$ cat config.mk
export PLATFORM = sky130hd
export DESIGN_NAME = hft_queue
export DESIGN_NICKNAME = d
export VERILOG_FILES = /design/src/sv/hft_pkg.sv /design/src/sv/hft_queue.sv
export SDC_FILE = /design/constraint.sdc
export NUM_CORES = 1
export LEC_CHECK = 0
export ABC_AREA = 1
export BUFFER_PORTS_ARGS = -buffer_cell sky130_fd_sc_hd__buf_2
export CAP_MARGIN = 20
export CELL_PAD_IN_SITES_DETAIL_PLACEMENT = 1
export CELL_PAD_IN_SITES_GLOBAL_PLACEMENT = 1
export CORE_MARGIN = 2
export CORE_UTILIZATION = 35
export CTS_BUF_LIST = sky130_fd_sc_hd__clkbuf_8
export CTS_CLUSTER_DIAMETER = 120
export DETAILED_ROUTE_END_ITERATION = 10
export PLACE_DENSITY = 0.69
export SYNTH_ARGS = -nofsm -noshare
export SYNTH_HDL_FRONTEND = slang
export SYNTH_SLANG_ARGS = --single-unit
export TNS_END_PERCENT = 20
$ cat constraint.sdc
create_clock -name clk -period 10.4 [get_ports clk]
set_input_delay 2.08 -clock clk [delete_from_list [all_inputs] [get_ports clk]]
set_output_delay 2.08 -clock clk [all_outputs]
set_load 0.005 [all_outputs]
$ cat src/sv/hft_pkg.sv
// ============================================================================
// hft_pkg - shared types and constants of the Helmert frame transform
// Point and item types, register indexes, axis pairing and saturation helper.
// ============================================================================
package hft_pkg;

    typedef logic signed [47:0] coord_t;
    typedef logic signed [48:0] diff_t;
    typedef logic signed [99:0] acc_t;

    // item leaving the front: direction and (point, or point minus translation)
    typedef struct packed {
        logic         act;
        diff_t [2:0]  d;
    } qitem_t;

    // item travelling down the arithmetic pipeline
    typedef struct packed {
        logic         act;
        coord_t [2:0] v;
    } pitem_t;

    localparam logic ACT_FORWARD = 1'b0;
    localparam logic ACT_INVERSE = 1'b1;

    localparam logic [2:0] REG_ROT_X     = 3'd0;
    localparam logic [2:0] REG_ROT_Y     = 3'd1;
    localparam logic [2:0] REG_ROT_Z     = 3'd2;
    localparam logic [2:0] REG_SCALE     = 3'd3;
    localparam logic [2:0] REG_INV_SCALE = 3'd4;
    localparam logic [2:0] REG_SHIFT_X   = 3'd5;
    localparam logic [2:0] REG_SHIFT_Y   = 3'd6;
    localparam logic [2:0] REG_SHIFT_Z   = 3'd7;

    localparam logic [63:0] ROT_RESET   = 64'h0000_0000_4000_0000;
    localparam logic [47:0] SCALE_RESET = 48'h4000_0000_0000;

    // axes touched by each rotation: x acts on (y,z), y on (z,x), z on (x,y)
    localparam logic [1:0] PAIR_AXES [0:3] = '{2'd1, 2'd2, 2'd0, 2'd1};

    localparam acc_t SAT_HI = 100'sh7FFF_FFFF_FFFF;
    localparam acc_t SAT_LO = -100'sh8000_0000_0000;

    // clamp a wide signed value to the 48-bit coordinate range
    function automatic coord_t sat48(input acc_t w);
        coord_t r;
        if (w > SAT_HI)
            r = SAT_HI[47:0];
        else if (w < SAT_LO)
            r = SAT_LO[47:0];
        else
            r = w[47:0];
        return r;
    endfunction

    // rotation used by pipeline slot k: x, y, z forward; z, y, x inverse
    function automatic logic [1:0] rot_sel(input logic act, input logic [1:0] slot);
        logic [1:0] r;
        if (act == ACT_INVERSE)
            r = 2'd2 - slot;
        else
            r = slot;
        return r;
    endfunction

endpackage

$ cat src/sv/hft_queue.sv
// ============================================================================
// hft_queue - two-entry queue between front and back
// Lets the front keep accepting while the back stalls on its output.
// ============================================================================
module hft_queue
    import hft_pkg::*;
(
    input  logic   clk,
    input  logic   rst_n,
    input  logic   push,
    input  qitem_t push_item,
    output logic   full,
    input  logic   pop,
    output logic   valid,
    output qitem_t pop_item
);

    qitem_t     mem_reg [2];
    logic       wp_reg;
    logic       rp_reg;
    logic [1:0] cnt_reg;

    assign full     = (cnt_reg == 2'd2);
    assign valid    = (cnt_reg != 2'd0);
    assign pop_item = mem_reg[rp_reg];

    // advance pointers and occupancy
    always_ff @(posedge clk or negedge rst_n)
    begin
        if (!rst_n)
        begin
            wp_reg  <= 1'b0;
            rp_reg  <= 1'b0;
            cnt_reg <= 2'd0;
        end
        else
        begin
            if (push)
                wp_reg <= !wp_reg;
            if (pop)
                rp_reg <= !rp_reg;
            if (push && !pop)
                cnt_reg <= cnt_reg + 2'd1;
            else if (pop && !push)
                cnt_reg <= cnt_reg - 2'd1;
        end
    end

    always_ff @(posedge clk)
    begin
        if (push)
            mem_reg[wp_reg] <= push_item;
    end

endmodule

==> reports/qor.txt <==
root buffer cell -> clkbuf_8
Arr. time, crit path -> 3.11 ns
Max Cap Viol -> 0
max FFs per register -> 296
outcome -> finished clean
Synth Instances -> 486
CP max stage delay -> 1.01 ns
Total GRT Usage -> 0.139
Post-CTS Repair Setup Buffers -> 0
Seq. cell area -> 0.00899 mm^2
Leak -> 5.64 nW
H-tree levels -> 2
clk_lat worst skew -> 0.55 ns
relative slew slack -> 0.321
setup tns final -> 0 ns
Non-Filler Instances -> 1271
post-synth top area share -> 0.786
# placed instances -> 1177
fin crit period -> 5.19 ns
DRT Wirelength -> 24.4 mm
RSZ-0062 raised after global routing -> false
distinct cell type count after synthesis -> 14
Nets -> 980
hold_ws -> 0.530 ns
area of placed instances -> 0.0132 mm^2
initial antenna violation count -> 9
WP data required -> 8.32 ns
Fillers -> 3158
DRC -> 0
Avg Cell Area, Syn -> 23.3 um^2
startpoint type of the worst setup path -> flip-flop
Hold Startpoint -> cnt_reg[0]$_DFFE_PN0P_
clock-pin slew on the worst setup and hold paths -> 0.06 ns
Peak Freq -> 0.193 GHz
CP endpoint -> pop_item[142]
fin worst setup slack -> 5.21 ns
Vias/cell -> 4.51
top post-synthesis cells by area -> edfxtp_1 79%, mux2_4 13%, mux2_2 4.7%, buf_6 1.4%, dfrtp_1 0.88%
first-pass GRT wire length -> 35.7 mm
setup violators final -> 0
sequential area share after synthesis -> 0.795
Chip Height -> 184 um
die width -> 184 um
slowest CP cell -> dfrtp_4
yosys warns -> 0
antenna viol nets, final -> 0
#FFs+latches synth -> 300
Clock Sinks -> 300
period utilization -> 0.499
reg-to-reg critical path startpoint -> wp_reg$_DFFE_PN0P_
crit path max fanout -> 56
largest net degree at the start of global routing -> 79
multi-input logic area -> 0.00213 mm^2
Iter 0 DRT Violations -> 247
# resized after CTS -> 0
r2r setup slk -> 8.04 ns
GP Congestion -> 0.727
hold violation count in the final report -> 0
CTS tree -> done
vias in the first global route -> 6283
utilization after layout -> 0.445
CP endpoint kind -> output port
finished layout cell area -> 0.0141 mm^2
Yosys top cell by area -> edfxtp_1
Initial Util -> 0.357
Place WS -> 5.72 ns
Die Area -> 0.0338 mm^2
power per cell area -> 260 mW/mm^2
maximum VDD drop -> 0.179 mV
Hold-fix buffers, CTS -> 0
layout cells sized above 1 -> 0.594
cell depth of the worst flop-to-flop path -> 4
Tot Pwr -> 3.67 mW
IO Pins -> 302
synthesis-to-layout area growth -> 24.7%
CP startpoint -> rp_reg$_DFFE_PN0P_
core region area -> 0.0317 mm^2
worst hold path type -> flip-flop to flip-flop
Setup Skew -> 0.0151 ns
critical-path cell list -> buf_4 -> mux2_2 -> buf_2
worst flop-to-flop path endpoint -> mem_reg[1][46]$_DFFE_PP_
CTS Buf Count -> 49
Via Count -> 5734
global route total overflow -> 0
post-DR wirelength/cell -> 19.2 um
critical path class -> flip-flop to output port
Pre-antenna DRT Iters -> 4
max-slew violations -> 0
hpwl dp -> 16.1 mm
syn_nets -> 639
# rows -> 65
Worst-Margin Slew -> 1.02 ns
mapped cell area -> 0.0113 mm^2
CTS Buffer Depth -> 3
I/O Buffers -> 301
how the worst min path moves through the flow:
| stage | endpoint | slack (ns) | cells after the start |
|---|---|---|---|
| final | cnt_reg[0]$_DFFE_PN0P_ | 0.53 | 1 |
| after global routing | cnt_reg[1]$_DFFE_PN0P_ | 0.55 | 2 |
| after CTS | cnt_reg[1]$_DFFE_PN0P_ | 0.52 | 2 |
| after detailed placement | cnt_reg[1]$_DFFE_PN0P_ | 0.50 | 2 |
| after global placement | cnt_reg[1]$_DFFE_PN0P_ | 0.46 | 2 |
| after floorplan | cnt_reg[1]$_DFFE_PN0P_ | 0.44 | 2 |
cells in the final DEF, fill, tap and decap left out:
master,count
buf_12,1
buf_2,301
buf_4,5
bufinv_16,1
clkbuf_8,51
clkinv_1,13
clkinv_2,1
clkinvlp_4,1
dfrtp_1,3
dfrtp_4,1
diode_2,7
edfxtp_1,296
ha_1,1
inv_1,25
inv_6,1
mux2_2,47
mux2_4,101
nand2_1,6
nand3_1,1
nand4_1,1
nor2_1,1
nor2_4,1
xnor2_1,1
xor2_1,2
power by group:
part | total (mW) | switching [mW] | internal (mW)
Clock | 0.910 | 0.436 | 0.474
Combinational | 1.04 | 0.477 | 0.566
Sequential | 1.71 | 0.106 | 1.61
critical path: cells and delay by family, from the launching register on:
kind / cells / cell delay [ns]
buffers and inverters: 2 / 1.05
flip-flops: 1 / 1.01
multiplexers: 1 / 0.43
area by class of cell:
| class | count | share of cell area |
|---|---|---|
| clock buffers | 51 | 0.0498 |
| diodes | 7 | 0.00124 |
| well taps | 402 | 0.0357 |
| flip-flops and latches | 300 | 0.637 |
| inverters | 7 | 0.00222 |
| multi-input cells | 162 | 0.151 |
| repair buffers | 307 | 0.111 |
| clock inverters | 35 | 0.0115 |
routing by layer:
metal	track usage	part of all wire	up-vias
met5	0	0.0014	-
met4	0.0579	0.034	6
met3	0.0477	0.073	64
met2	0.241	0.50	232
met1	0.158	0.39	2806
li1	-	-	2626
logic make-up (layout without fill, tap and decap cells):
family                     count (synthesis)  after routing  share of synthesized area
xor gates and xnor gates                   3              3                    0.00232
adders and majority gates                  1              1                    0.00111
buffers and inverters                     24            400                     0.0176
DFF                                      300            300                      0.795
muxes                                    148            148                      0.181
other                                      0              7                          0
and+or+nand+nor                           10             10                    0.00365
synth_stat cells, drive strengths merged:
library cell and instances:
mux2 148, nand4 1, ha 1, xor2 2
nor2 2, inv 7, xnor2 1, edfxtp 296
buf 17, dfrtp 4, nand3 1, nand2 6
Note: power is estimated with default switching activity, not from simulation.
