===== src/sv/hft_pkg.sv =====
// ============================================================================
// hft_pkg - shared types and constants of the Helmert frame transform
// Point and item types, register indexes, axis pairing and saturation helper.
// ============================================================================
package hft_pkg;

    typedef logic signed [47:0] coord_t;
    typedef logic signed [48:0] diff_t;
    typedef logic signed [99:0] acc_t;

    // item leaving the front: direction and (point, or point minus translation)
    typedef struct packed {
        logic         act;
        diff_t [2:0]  d;
    } qitem_t;

    // item travelling down the arithmetic pipeline
    typedef struct packed {
        logic         act;
        coord_t [2:0] v;
    } pitem_t;

    localparam logic ACT_FORWARD = 1'b0;
    localparam logic ACT_INVERSE = 1'b1;

    localparam logic [2:0] REG_ROT_X     = 3'd0;
    localparam logic [2:0] REG_ROT_Y     = 3'd1;
    localparam logic [2:0] REG_ROT_Z     = 3'd2;
    localparam logic [2:0] REG_SCALE     = 3'd3;
    localparam logic [2:0] REG_INV_SCALE = 3'd4;
    localparam logic [2:0] REG_SHIFT_X   = 3'd5;
    localparam logic [2:0] REG_SHIFT_Y   = 3'd6;
    localparam logic [2:0] REG_SHIFT_Z   = 3'd7;

    localparam logic [63:0] ROT_RESET   = 64'h0000_0000_4000_0000;
    localparam logic [47:0] SCALE_RESET = 48'h4000_0000_0000;

    // axes touched by each rotation: x acts on (y,z), y on (z,x), z on (x,y)
    localparam logic [1:0] PAIR_AXES [0:3] = '{2'd1, 2'd2, 2'd0, 2'd1};

    localparam acc_t SAT_HI = 100'sh7FFF_FFFF_FFFF;
    localparam acc_t SAT_LO = -100'sh8000_0000_0000;

    // clamp a wide signed value to the 48-bit coordinate range
    function automatic coord_t sat48(input acc_t w);
        coord_t r;
        if (w > SAT_HI)
            r = SAT_HI[47:0];
        else if (w < SAT_LO)
            r = SAT_LO[47:0];
        else
            r = w[47:0];
        return r;
    endfunction

    // rotation used by pipeline slot k: x, y, z forward; z, y, x inverse
    function automatic logic [1:0] rot_sel(input logic act, input logic [1:0] slot);
        logic [1:0] r;
        if (act == ACT_INVERSE)
            r = 2'd2 - slot;
        else
            r = slot;
        return r;
    endfunction

endpackage


===== src/sv/hft_front.sv =====
// ============================================================================
// hft_front - input stage of the Helmert frame transform
// Accepts items, classifies the direction and removes the translation for
// inverse items before handing them to the queue.
// ============================================================================
module hft_front
    import hft_pkg::*;
(
    input  logic         clk,
    input  logic         rst_n,
    input  logic         s_tvalid,
    output logic         s_tready,
    input  logic [143:0] s_tdata,
    input  logic         s_tuser,
    input  coord_t [2:0] shift,
    output logic         push,
    output qitem_t       push_item,
    input  logic         q_full
);

    logic   vld_reg;
    qitem_t item_reg;
    qitem_t item_next;
    logic   accept;

    assign s_tready  = !vld_reg || !q_full;
    assign accept    = s_tvalid && s_tready;
    assign push      = vld_reg && !q_full;
    assign push_item = item_reg;

    // classify: inverse items lose the translation here, kept exact at 49 bits
    always_comb
    begin
        item_next.act = s_tuser;
        for (int i = 0; i < 3; i++)
        begin
            if (s_tuser == ACT_INVERSE)
                item_next.d[i] = 49'($signed(s_tdata[48*i +: 48]))
                               - 49'($signed(shift[i]));
            else
                item_next.d[i] = 49'($signed(s_tdata[48*i +: 48]));
        end
    end

    // hold the item until the queue takes it
    always_ff @(posedge clk or negedge rst_n)
    begin
        if (!rst_n)
            vld_reg <= 1'b0;
        else if (accept)
            vld_reg <= 1'b1;
        else if (push)
            vld_reg <= 1'b0;
    end

    always_ff @(posedge clk)
    begin
        if (accept)
            item_reg <= item_next;
    end

endmodule


===== config.mk =====
export PLATFORM = sky130hd
export DESIGN_NAME = hft_front
export DESIGN_NICKNAME = d
export VERILOG_FILES = /design/src/sv/hft_pkg.sv /design/src/sv/hft_front.sv
export SDC_FILE = /design/constraint.sdc
export NUM_CORES = 1
export LEC_CHECK = 0
export BUFFER_PORTS_ARGS = -buffer_cell sky130_fd_sc_hd__buf_4
export CORE_MARGIN = 3
export CORE_UTILIZATION = 48
export DETAILED_ROUTE_END_ITERATION = 16
export GPL_TIMING_DRIVEN = 0
export PLACE_DENSITY = 0.84
export SYNTH_ARGS = -nofsm -noshare
export SYNTH_HDL_FRONTEND = slang
export SYNTH_SLANG_ARGS = --single-unit
export TNS_END_PERCENT = 30

===== constraint.sdc =====
create_clock -name clk -period 4.7 [get_ports clk]
set_clock_uncertainty 0.05 [all_clocks]
set_input_delay 0.94 -clock clk [delete_from_list [all_inputs] [get_ports clk]]
set_output_delay 0.94 -clock clk [all_outputs]
set_load 0.05 [all_outputs]

==> results of run 1 <==
-- critical path, cell delays in order --
cell       delay, ns
buf_4           0.11
ha_1            0.38
a211oi_1        0.34
o21ai_0         0.15
o211a_1         0.15
nor2_1          0.21
o2111ai_1       0.30
a31oi_1         0.44
o21ai_1         0.21
a2111oi_0       0.61
or3_1           0.21
nand3_1         0.06
-- cell usage after synthesis, types with 4 or more instances --
library cell and instances:
o211ai_1 13, xnor2_1 74, a31oi_1 12, a21boi_0 5, a211o_1 4, ha_1 144
nor2b_1 19, nand3_1 30, nor2_1 97, nor4_1 6, inv_1 192, a21o_1 73
nand3b_1 7, nand2_1 104, nand2b_1 12, edfxtp_1 148, o21bai_1 30, and3_1 8
mux2i_1 7, a311oi_1 5, o21ai_0 69, o21a_1 22, or4_1 5, clkbuf_1 49
nand4_1 26, a211oi_1 9, o2111ai_1 5, xor2_1 41, and2_1 5, a21oi_1 161
o311ai_0 4, o31ai_1 20, or3_1 12, nor3_1 24, mux2_2 101, buf_1 4
o21ai_1 21
-- layout make-up --
cell class	instances	area share [%]
Antenna cell	1	0.0131
Buffer	56	1.15
Clock buffer	19	2.31
Clock inverter	13	1.08
Inverter	193	3.78
Multi-Input combinational cell	1248	48.2
Sequential cell	149	23.3
Tap cell	390	2.55
Timing Repair Buffer	444	17.6
-- final timing paths --
kind / from / endpoint / slack [ns] / depth (start not counted)
max: s_tdata[72] / push_item[96] / 0.71 / 12
min: rst_n / vld_reg / 0.22 / 1
max reg2reg: vld_reg / push_item[117] / 3.03 / 3
min reg2reg: vld_reg / vld_reg / 0.52 / 2
max in group asynchronous: rst_n / vld_reg / 4.30 / 1
min in group clk: vld_reg / vld_reg / 0.52 / 2
-- where the power goes --
group / internal (mW) / switching, mW / total [mW]
Clock: 0.957 / 0.611 / 1.57
Combinational: 0.936 / 1.40 / 2.34
Sequential: 1.64 / 0.0414 / 1.68
-- layout by cell type (no fill, tap or decap), drive strengths merged, types with 6 or more instances in the layout --
cell type and instances:
or3 12, o31ai 21, nor2b 20, nand3b 7, mux2 102, nand3 30, xor2 41, ha 144
a21boi 7, a21oi 164, nor2 97, nand4 26, a31oi 13, nand2b 12, and3 8, o21ai 92
clkinv 7, mux2i 7, nor4 6, nor3 24, xnor2 74, o211ai 13, o21bai 30, buf 451
clkbuf 68, nand2 104, edfxtp 148, a221oi 6, a211oi 10, inv 192, a21o 74, o21a 22
-- metal layers --
metal | up-vias | track usage [%]
met5 | - | 0
met4 | 6 | 11.0
met1 | 6812 | 35.4
met2 | 746 | 50.2
met3 | 115 | 7.71
li1 | 6930 | -
-- through the flow --
stage / total power, mW / setup slack (ns) / std cells / hold slack (ns)
floorplan: 3.28 / 0.960 / 1646 / 0.594
global placement: 3.97 / 0.302 / 2478 / 0.438
detailed placement: 4.01 / 0.324 / 2480 / 0.487
CTS: 5.58 / 0.779 / 2512 / 0.202
global route: 5.85 / 0.379 / 2513 / 0.197
finish: 5.59 / 0.711 / 2513 / 0.219
-- cells by family (layout without fill, tap and decap cells) --
logic type / after synthesis / after routing / share of synthesized area (%)
muxes: 109 / 109 / 8.36
other: 0 / 1 / 0
adders and majority gates: 147 / 147 / 12.7
AOI/OAI and AO/OA: 511 / 511 / 23.0
DFF: 149 / 149 / 30.5
and+or+nand+nor: 366 / 366 / 12.0
buffers and inverters: 249 / 725 / 6.46
xor gates and xnor gates: 115 / 115 / 6.88
==> metrics.txt, run 1 <==
# TYPE chip_impl_metric gauge
chip_impl_info{name="result_of_the_run",value="complete, no violations"} 1
chip_impl_metric{name="worstPathArrival",unit="ns"} 4.12
chip_impl_metric{name="hold_viol",unit=""} 0
chip_impl_metric{name="design.core.area",unit="sq um"} 29900
chip_impl_metric{name="cts.repair.resized",unit=""} 0
chip_impl_metric{name="post_drt_via_cell_ratio",unit=""} 5.81
chip_impl_metric{name="number_of_pins_exceeding_their_max_slew_limit_in_the_final_report",unit=""} 0
chip_impl_metric{name="seqCellArea",unit="sq um"} 4470
chip_impl_metric{name="yosysWarnings",unit=""} 0
chip_impl_metric{name="setup_viol",unit=""} 0
chip_impl_metric{name="synth.top_cell.area_share",unit="%"} 30.4
chip_impl_metric{name="core.rowCount",unit=""} 63
chip_impl_metric{name="fp.dieW",unit="microns"} 181
chip_impl_metric{name="final_period_minus_worst_setup_slack",unit="ns"} 3.99
chip_impl_metric{name="power.density",unit="nW/um^2"} 292
chip_impl_metric{name="first_iter_violations",unit=""} 1115
chip_impl_metric{name="clk_transition_reported_paths",unit="ns"} 0.06
chip_impl_metric{name="instance_area_at_placement",unit="sq um"} 18500
chip_impl_info{name="worstSetupPathType",value="input pin to flip-flop"} 1
chip_impl_metric{name="number_of_flip_flops_in_the_largest_register",unit=""} 148
chip_impl_metric{name="setup-tns-final",unit="ns"} 0
chip_impl_metric{name="first_global_vias",unit=""} 14300
chip_impl_metric{name="gpl.final_weighted_congestion",unit=""} 0.937
chip_impl_metric{name="wl_per_cell",unit="microns"} 19.9
chip_impl_info{name="rsz0062_at_grt",value="no"} 1
chip_impl_metric{name="synth-seq-cells",unit=""} 149
chip_impl_info{name="synth_top_cell_by_area",value="edfxtp_1"} 1
chip_impl_metric{name="final_cell_area",unit="sq um"} 19100
chip_impl_metric{name="ctsHoldBuffers",unit=""} 0
chip_impl_metric{name="nNetsFinal",unit=""} 2549
chip_impl_metric{name="netlist_instances",unit=""} 1646
chip_impl_info{name="tritoncts",value="built"} 1
chip_impl_info{name="synth-main-ff-cell",value="edfxtp_1"} 1
chip_impl_metric{name="fill_cells",unit=""} 2447
chip_impl_metric{name="detail_route.drc_violations",unit=""} 0
chip_impl_metric{name="synth_async_sr_flop_share",unit="%"} 0.671
chip_impl_metric{name="grt.total_usage",unit="%"} 29.3
chip_impl_metric{name="count_of_different_cell_masters_after_synthesis",unit=""} 84
chip_impl_metric{name="wl_met1",unit="microns"} 19300
chip_impl_metric{name="routed-via-count",unit=""} 14600
chip_impl_metric{name="hpwlAfterDp",unit="microns"} 39900
chip_impl_metric{name="cts-root-to-sink-buffers",unit=""} 2
chip_impl_metric{name="syn-cell-area",unit="sq um"} 14600
chip_impl_metric{name="multi_input_area",unit="sq um"} 9220
chip_impl_info{name="hold_class",value="input pin to async pin"} 1
chip_impl_metric{name="cts_buffers",unit=""} 17
chip_impl_info{name="uppermost_signal_routing_layer_after_detailed_routing",value="met5"} 1
chip_impl_metric{name="post-cts-setup-buffers",unit=""} 0
chip_impl_metric{name="post_route_cells_drive_above_1_share",unit="%"} 28.6
chip_impl_metric{name="vdd.ir_drop.worst",unit="mV"} 0.251
chip_impl_metric{name="grt_start_max_net_pins",unit=""} 67
chip_impl_metric{name="slew_headroom",unit="%"} 30.2
chip_impl_metric{name="power.static_leakage",unit="nW"} 8.89
chip_impl_metric{name="grt_first_pass_wirelength",unit="microns"} 76300
chip_impl_info{name="crit_path_end_kind",value="flip-flop"} 1
chip_impl_metric{name="chipHeight",unit="microns"} 181
chip_impl_metric{name="io_pins",unit=""} 443
chip_impl_metric{name="drtPass1Iterations",unit=""} 5
chip_impl_metric{name="syn_nets",unit=""} 2086
chip_impl_metric{name="drt_wl_total",unit="microns"} 50000
chip_impl_metric{name="met3_wirelength",unit="microns"} 4610
chip_impl_metric{name="area.growth.synth_to_final",unit="%"} 30.9
chip_impl_metric{name="cts.htree.levels",unit=""} 4
chip_impl_metric{name="initial_cell_density_of_the_core",unit="%"} 49.0
chip_impl_metric{name="maxCapViolations",unit=""} 0
chip_impl_metric{name="count_of_buffers_from_port_buffering",unit=""} 442
chip_impl_metric{name="cp_data_required_time",unit="ns"} 4.83
chip_impl_metric{name="avgSynthCellArea",unit="sq um"} 8.89
chip_impl_metric{name="period_share",unit="%"} 84.9
chip_impl_metric{name="final_global_route_overflow_total",unit=""} 0
chip_impl_info{name="cts_root_buffer",value="clkbuf_16"} 1
chip_impl_metric{name="antenna_found_initial",unit=""} 4
chip_impl_metric{name="clock.fmax",unit="GHz"} 0.251
chip_impl_metric{name="detailroute.wirelength.met2",unit="microns"} 24000
chip_impl_info{name="ys_top_cells_by_area",value="edfxtp_1 (30%), ha_1 (12%), mux2_2 (7.8%)"} 1
chip_impl_metric{name="die_area",unit="sq um"} 32600
chip_impl_metric{name="seq_area_frac_synth",unit="%"} 30.5
chip_impl_metric{name="worst_pin_slew",unit="ns"} 1.05
chip_impl_metric{name="postRouteAntennaNets",unit=""} 0
chip_impl_metric{name="synth_edf_count",unit=""} 148
chip_impl_metric{name="num_clock_sinks",unit=""} 149
chip_impl_metric{name="critPathMaxFanout",unit=""} 7
chip_impl_info{name="crit_path_start_kind",value="input pin"} 1
chip_impl_metric{name="layout.core_utilization",unit="%"} 64.1
chip_impl_metric{name="clk-insertion-delay-late",unit="ns"} 0.43
Power figures use the tool's default switching activity.
==> inputs of run 2 (changes only) <==
- CORE_UTILIZATION: 48 -> 54
- PLACE_DENSITY: 0.84 -> 0.89
- clock period: 4.7 -> 4 ns (I/O delays scaled with it)
==> run 2 against run 1 <==
- design area down 0.75%
- largest power group unchanged
- critical path type unchanged
- via count up 1.5%
- non-clock buffer count unchanged
- sequential share of layout area up 0.18 points
- combinational power up 19%
- first-iteration DRC count up 16%
- clock-buffer cell count up 3
==> metrics.txt, run 2 (synthesized netlist as in run 1, its figures left out) <==
# TYPE chip_impl_metric gauge
chip_impl_metric{name="final_period_minus_worst_setup_slack",unit="ns"} 3.89
chip_impl_metric{name="instance_area_at_placement",unit="sq um"} 18400
chip_impl_metric{name="power.density",unit="nW/um^2"} 337
chip_impl_metric{name="ctsHoldBuffers",unit=""} 0
chip_impl_metric{name="setup_viol",unit=""} 0
chip_impl_metric{name="cpPeakStageDelay",unit="ns"} 0.43
chip_impl_metric{name="grt_start_max_net_pins",unit=""} 57
chip_impl_info{name="worstSetupPathType",value="input pin to flip-flop"} 1
chip_impl_metric{name="hpwlAfterDp",unit="microns"} 40800
chip_impl_metric{name="area.growth.synth_to_final",unit="%"} 29.9
chip_impl_metric{name="post_route_cells_drive_above_1_share",unit="%"} 28.6
chip_impl_metric{name="clk-insertion-delay-late",unit="ns"} 0.43
chip_impl_metric{name="layout.core_utilization",unit="%"} 72.1
chip_impl_metric{name="grt.total_usage",unit="%"} 33.5
chip_impl_info{name="hold_class",value="input pin to async pin"} 1
chip_impl_metric{name="nNetsFinal",unit=""} 2549
chip_impl_metric{name="hold_viol",unit=""} 0
chip_impl_metric{name="wl_per_cell",unit="microns"} 20.8
chip_impl_metric{name="period_share",unit="%"} 97.3
chip_impl_metric{name="fp.dieW",unit="microns"} 171
chip_impl_metric{name="postRouteAntennaNets",unit=""} 0
chip_impl_info{name="most_common_library_cell_in_the_layout_ignoring_fill_and_taps",value="buf_4"} 1
chip_impl_metric{name="chipHeight",unit="microns"} 171
chip_impl_info{name="crit_path_end_kind",value="flip-flop"} 1
chip_impl_metric{name="num_clock_sinks",unit=""} 149
chip_impl_metric{name="maxCapViolations",unit=""} 0
chip_impl_metric{name="final-instance-count-excl-fill",unit=""} 2460
chip_impl_metric{name="first_global_vias",unit=""} 14600
chip_impl_info{name="critical_path.cell_chain",value="buf_4 -> inv_1 -> ha_1 -> fa_1 -> nor2b_1 -> o21ai_1 -> a21oi_1 -> o31ai_1 -> o21bai_1 -> nor3b_1 -> o21ai_1 -> o31ai_1 -> xor2_1 -> mux2_2"} 1
chip_impl_metric{name="routed-via-count",unit=""} 14800
chip_impl_info{name="tritoncts",value="built"} 1
chip_impl_metric{name="core.rowCount",unit=""} 59
chip_impl_metric{name="clk_transition_reported_paths",unit="ns"} 0.07
chip_impl_info{name="slowest_stage",value="fa_1"} 1
chip_impl_metric{name="worst_r2r_path_depth",unit=""} 3
chip_impl_metric{name="critPathMaxFanout",unit=""} 5
chip_impl_metric{name="post_drt_via_cell_ratio",unit=""} 6.03
chip_impl_metric{name="cts_buffers",unit=""} 17
chip_impl_metric{name="drt_wl_total",unit="microns"} 51100
chip_impl_metric{name="cts.repair.resized",unit=""} 0
chip_impl_metric{name="first_iter_violations",unit=""} 1288
chip_impl_metric{name="number_of_flip_flops_in_the_largest_register",unit=""} 148
chip_impl_metric{name="final_cell_area",unit="sq um"} 19000
chip_impl_metric{name="final_global_route_overflow_total",unit=""} 0
chip_impl_metric{name="number_of_pins_exceeding_their_max_slew_limit_in_the_final_report",unit=""} 0
chip_impl_metric{name="worst_r2r_setup_slack",unit="ns"} 2.12
chip_impl_metric{name="grt_first_pass_wirelength",unit="microns"} 76900
chip_impl_metric{name="clock.fmax",unit="GHz"} 0.257
chip_impl_metric{name="cts-root-to-sink-buffers",unit=""} 2
chip_impl_metric{name="io_pins",unit=""} 443
chip_impl_metric{name="initial_cell_density_of_the_core",unit="%"} 55.5
chip_impl_metric{name="design.core.area",unit="sq um"} 26400
chip_impl_metric{name="cts.htree.levels",unit=""} 4
chip_impl_metric{name="count_of_buffers_from_port_buffering",unit=""} 442
chip_impl_info{name="rsz0062_at_grt",value="yes"} 1
chip_impl_metric{name="power.static_leakage",unit="nW"} 8.85
chip_impl_metric{name="drtPass1Iterations",unit=""} 6
chip_impl_metric{name="gpl.final_weighted_congestion",unit=""} 0.963
chip_impl_metric{name="antenna_found_initial",unit=""} 6
chip_impl_metric{name="worstPathArrival",unit="ns"} 4.02
chip_impl_metric{name="vdd.ir_drop.worst",unit="mV"} 0.221
chip_impl_info{name="result_of_the_run",value="complete, no violations"} 1
chip_impl_info{name="cts_root_buffer",value="clkbuf_16"} 1
chip_impl_metric{name="die_area",unit="sq um"} 29100
chip_impl_info{name="layout_common_cells",value="buf_4 (442), inv_1 (192), a21oi_1 (161)"} 1
chip_impl_metric{name="place_inst",unit=""} 2425
chip_impl_info{name="crit_path_start_kind",value="input pin"} 1
chip_impl_metric{name="slew_headroom",unit="%"} 28.8
chip_impl_metric{name="post-cts-setup-buffers",unit=""} 0
chip_impl_metric{name="detail_route.drc_violations",unit=""} 0
chip_impl_metric{name="worst_pin_slew",unit="ns"} 1.07
chip_impl_metric{name="cp_data_required_time",unit="ns"} 4.13
## run 2: stage by stage
step           hold WS [ns]  setup slack, ns  power, mW  setup TNS [ns]
6_report             0.0793            0.107       6.40               0
5_1_grt              0.0633         -0.00620       6.67         -0.0120
3_3_place_gp          0.436           -0.182       4.67          -24.11
4_1_cts              0.0646            0.216       6.36               0
3_5_place_dp          0.471           -0.218       4.73           -1.28
2_1_floorplan         0.454            0.400       3.85               0
## run 2: metal layers
metal  share of wire [%]  GRT usage [%]  vias to the layer above
met5               0.078              0                        -
met3                 9.8           8.06                      136
met4                 4.1           14.1                        6
met2                  49           58.2                      833
met1                  37           39.7                     6929
li1                    -              -                     6925
## run 2: final cells by class
cell class,count,area (sq um)
multi-input combinational,1248,9230
fill,2028,7350
clock buffer,22,464
clock inverter,10,98.8
tap,335,419
antenna,3,7.51
timing repair buffer,444,3370
inverter,193,724
buffer,56,220
sequential,149,4470
## run 2: where the power goes
part	total, mW	switching [mW]	internal (mW)
logic	2.78	1.68	1.10
clock network	1.64	0.741	0.898
registers	1.98	0.0532	1.93
total	6.40	2.47	3.93
## run 2: worst max-delay path: cells and delay by family
kind                       cells  cell delay [ns]
buffers and inverters          2             0.13
xor gates and xnor gates       1             0.15
adders and majority gates      2             0.65
and+or+nand+nor                2             0.49
muxes                          1             0.29
AOI/OAI and AO/OA              6             1.48
## run 2: final timing paths
kind | to | startpoint
max in group asynchronous | vld_reg | rst_n
min reg2reg | vld_reg | vld_reg
max reg2reg | push_item[107] | vld_reg
min | vld_reg | rst_n
max | push_item[89] | s_tdata[48]
min in group clk | vld_reg | vld_reg
==> inputs of run 3 (changes only) <==
- RECOVER_POWER: unset -> 100
==> run 3 against run 2 <==
- the run now ends with max-capacitance violations, max-slew violations left
- largest power group unchanged
- register-to-register slack got worse by 1.6 ns
- flip-flop and latch count is the same
- first-iteration DRC count down 6.1%
- highest routed layer unchanged
- worst hold slack improved by 0.018 ns
==> metrics.txt, run 3 (synthesized netlist as in run 1, its figures left out) <==
# TYPE chip_impl_metric gauge
chip_impl_info{name="result_of_the_run",value="finished, violations left"} 1
chip_impl_info{name="failing_checks",value="max-capacitance violations, max-slew violations"} 1
chip_impl_metric{name="p_seq_share",unit="%"} 31.6
chip_impl_metric{name="final_period_minus_worst_setup_slack",unit="ns"} 3.90
chip_impl_metric{name="initial_cell_density_of_the_core",unit="%"} 55.5
chip_impl_metric{name="setup_viol",unit=""} 0
chip_impl_metric{name="power.static_leakage",unit="nW"} 8.27
chip_impl_metric{name="detail_route.drc_violations",unit=""} 0
chip_impl_metric{name="hpwlAfterDp",unit="microns"} 40800
chip_impl_metric{name="worst_pin_slew",unit="ns"} 2.04
chip_impl_info{name="cts_root_buffer",value="clkbuf_16"} 1
chip_impl_metric{name="grt_start_max_net_pins",unit=""} 57
chip_impl_info{name="crit_path_start_kind",value="input pin"} 1
chip_impl_info{name="uppermost_signal_routing_layer_after_detailed_routing",value="met5"} 1
chip_impl_metric{name="final_global_route_overflow_total",unit=""} 0
chip_impl_metric{name="critPathMaxFanout",unit=""} 5
chip_impl_metric{name="setup_ws",unit="ns"} 0.101
chip_impl_info{name="timing.critical_path.max_delay_family",value="compound AO/OA/AOI/OAI gates"} 1
chip_impl_metric{name="vdd.ir_drop.worst",unit="mV"} 0.214
chip_impl_info{name="tritoncts",value="built"} 1
chip_impl_metric{name="timing.critical_path.buf_inv",unit=""} 2
chip_impl_metric{name="worstPathArrival",unit="ns"} 4.03
chip_impl_metric{name="worst_r2r_setup_slack",unit="ns"} 0.54
chip_impl_metric{name="routed-via-count",unit=""} 14800
chip_impl_info{name="worstSetupPathType",value="input pin to flip-flop"} 1
chip_impl_metric{name="first_iter_violations",unit=""} 1209
chip_impl_metric{name="postRouteAntennaNets",unit=""} 0
chip_impl_metric{name="ctsHoldBuffers",unit=""} 0
chip_impl_metric{name="clk-insertion-delay-late",unit="ns"} 0.43
chip_impl_metric{name="cts_buffers",unit=""} 17
chip_impl_info{name="rsz0062_at_grt",value="yes"} 1
chip_impl_info{name="worstReg2RegStart",value="vld_reg"} 1
chip_impl_metric{name="fin_worst_hold_slack",unit="ns"} 0.0970
chip_impl_info{name="critical_path.cell_chain",value="buf_4 -> inv_1 -> ha_1 -> fa_1 -> nor2b_1 -> o21ai_1 -> a21oi_1 -> o31ai_1 -> o21bai_1 -> nor3b_1 -> o21ai_1 -> o31ai_1 -> xor2_1 -> mux2_2"} 1
chip_impl_metric{name="maxCapViolations",unit=""} 1
chip_impl_metric{name="detailroute.wirelength.met2",unit="microns"} 24600
chip_impl_metric{name="chipHeight",unit="microns"} 171
chip_impl_metric{name="drt_wl_total",unit="microns"} 51100
chip_impl_info{name="layout_common_cells",value="buf_4 (286), clkbuf_1 (209), inv_1 (192)"} 1
chip_impl_metric{name="worst_r2r_path_depth",unit=""} 3
chip_impl_metric{name="grt.total_usage",unit="%"} 33.5
chip_impl_info{name="r2r_end",value="push_item[31]"} 1
chip_impl_metric{name="wl_met1",unit="microns"} 19200
chip_impl_metric{name="hold_viol",unit=""} 0
chip_impl_metric{name="first_global_vias",unit=""} 14600
chip_impl_metric{name="post_route_cells_drive_above_1_share",unit="%"} 20.5
chip_impl_metric{name="power_switching",unit="mW"} 2.47
chip_impl_metric{name="design.core.area",unit="sq um"} 26400
chip_impl_metric{name="slew_headroom",unit="%"} -35.9
chip_impl_metric{name="clock.fmax",unit="GHz"} 0.256
chip_impl_metric{name="place_ws",unit="ns"} -0.218
chip_impl_metric{name="design_power_total",unit="mW"} 6.26
chip_impl_metric{name="number_of_flip_flops_in_the_largest_register",unit=""} 148
chip_impl_metric{name="clk_transition_reported_paths",unit="ns"} 0.07
chip_impl_metric{name="cts-root-to-sink-buffers",unit=""} 2
chip_impl_metric{name="post_drt_via_cell_ratio",unit=""} 6.03
chip_impl_metric{name="gpl.final_weighted_congestion",unit=""} 0.963
chip_impl_metric{name="cpPeakStageDelay",unit="ns"} 0.44
chip_impl_metric{name="cp_data_required_time",unit="ns"} 4.13
chip_impl_metric{name="area.growth.synth_to_final",unit="%"} 25.6
chip_impl_metric{name="num_clock_sinks",unit=""} 149
chip_impl_metric{name="cellInternalPower",unit="mW"} 3.80
chip_impl_metric{name="grt_first_pass_wirelength",unit="microns"} 76900
chip_impl_info{name="most_common_library_cell_in_the_layout_ignoring_fill_and_taps",value="buf_4"} 1
chip_impl_metric{name="io_pins",unit=""} 443
chip_impl_metric{name="met3_wirelength",unit="microns"} 5020
chip_impl_metric{name="sw_frac_of_total",unit="%"} 39.4
chip_impl_metric{name="period_share",unit="%"} 97.5
chip_impl_metric{name="core.rowCount",unit=""} 59
chip_impl_metric{name="count_of_buffers_from_port_buffering",unit=""} 442
chip_impl_metric{name="antenna_found_initial",unit=""} 6
chip_impl_metric{name="cts.htree.levels",unit=""} 4
chip_impl_metric{name="die_area",unit="sq um"} 29100
chip_impl_info{name="slowest_stage",value="fa_1"} 1
chip_impl_metric{name="power.share.clock",unit="%"} 26.2
chip_impl_metric{name="nNetsFinal",unit=""} 2549
chip_impl_metric{name="fp.dieW",unit="microns"} 171
chip_impl_metric{name="power.density",unit="nW/um^2"} 341
chip_impl_metric{name="wl_per_cell",unit="microns"} 20.8
chip_impl_metric{name="fill_cells",unit=""} 2226
chip_impl_metric{name="combPwrFrac",unit="%"} 42.2
chip_impl_info{name="hold_class",value="input pin to async pin"} 1
chip_impl_metric{name="drtPass1Iterations",unit=""} 7
chip_impl_metric{name="number_of_pins_exceeding_their_max_slew_limit_in_the_final_report",unit=""} 46
chip_impl_info{name="crit_path_end_kind",value="flip-flop"} 1
-- run 3: area by class of cell --
cell class              count  area, sq um  share of cell area (%)
multi-input cells        1248         9210                    50.1
flip-flops and latches    149         4470                    24.3
repair buffers            444         2760                    15.0
inverters                 193          724                    3.94
clock buffers              22          464                    2.53
well taps                 335          419                    2.28
plain buffers              56          220                    1.20
clock inverters            10         98.8                   0.538
diodes                      4         10.0                  0.0545
-- run 3: power groups by stage --
| stage | clock network, mW | logic [mW] | registers, mW |
|---|---|---|---|
| 2_1_floorplan | 0 | 1.38 | 2.48 |
| 3_3_place_gp | 0 | 2.66 | 2.02 |
| 3_5_place_dp | 0 | 2.73 | 2.01 |
| 4_1_cts | 1.64 | 2.74 | 1.98 |
| 5_1_grt | 1.71 | 2.84 | 1.99 |
| 6_report | 1.64 | 2.64 | 1.98 |
-- run 3: metrics by stage --
step                instances  util [%]  TNS [ns]  instance area, sq um
finish                   2461      69.7         0                 18400
global route             2459      69.7   -0.0180                 18400
CTS                      2457      72.1         0                 19000
detailed placement       2425      69.9     -1.28                 18400
global placement         2423      69.7    -24.11                 18400
floorplan                1646         -         0                 14600
-- run 3: layer usage --
layer  GRT usage [%]  up-vias
met3            8.06      138
li1                -     6919
met2            58.2      833
met1            39.7     6953
met4            14.1        6
met5               0        -
-- run 3: worst max path at each step --
| stage | slack, ns | from | endpoint | depth (start not counted) |
|---|---|---|---|---|
| finish | 0.10 | s_tdata[48] | push_item[89] | 14 |
| global route | -0.006 | s_tdata[48] | push_item[89] | 14 |
| CTS | 0.22 | s_tdata[0] | push_item[36] | 14 |
| detailed placement | -0.22 | s_tdata[0] | push_item[36] | 14 |
| global placement | -0.18 | q_full | push_item[118] | 3 |
| floorplan | 0.40 | q_full | push_item[0] | 2 |
-- run 3: what timing repair did --
action                     4_1_cts  5_1_grt
resized for setup                0        2
buffers inserted                 0        0
setup endpoints to repair        0        3
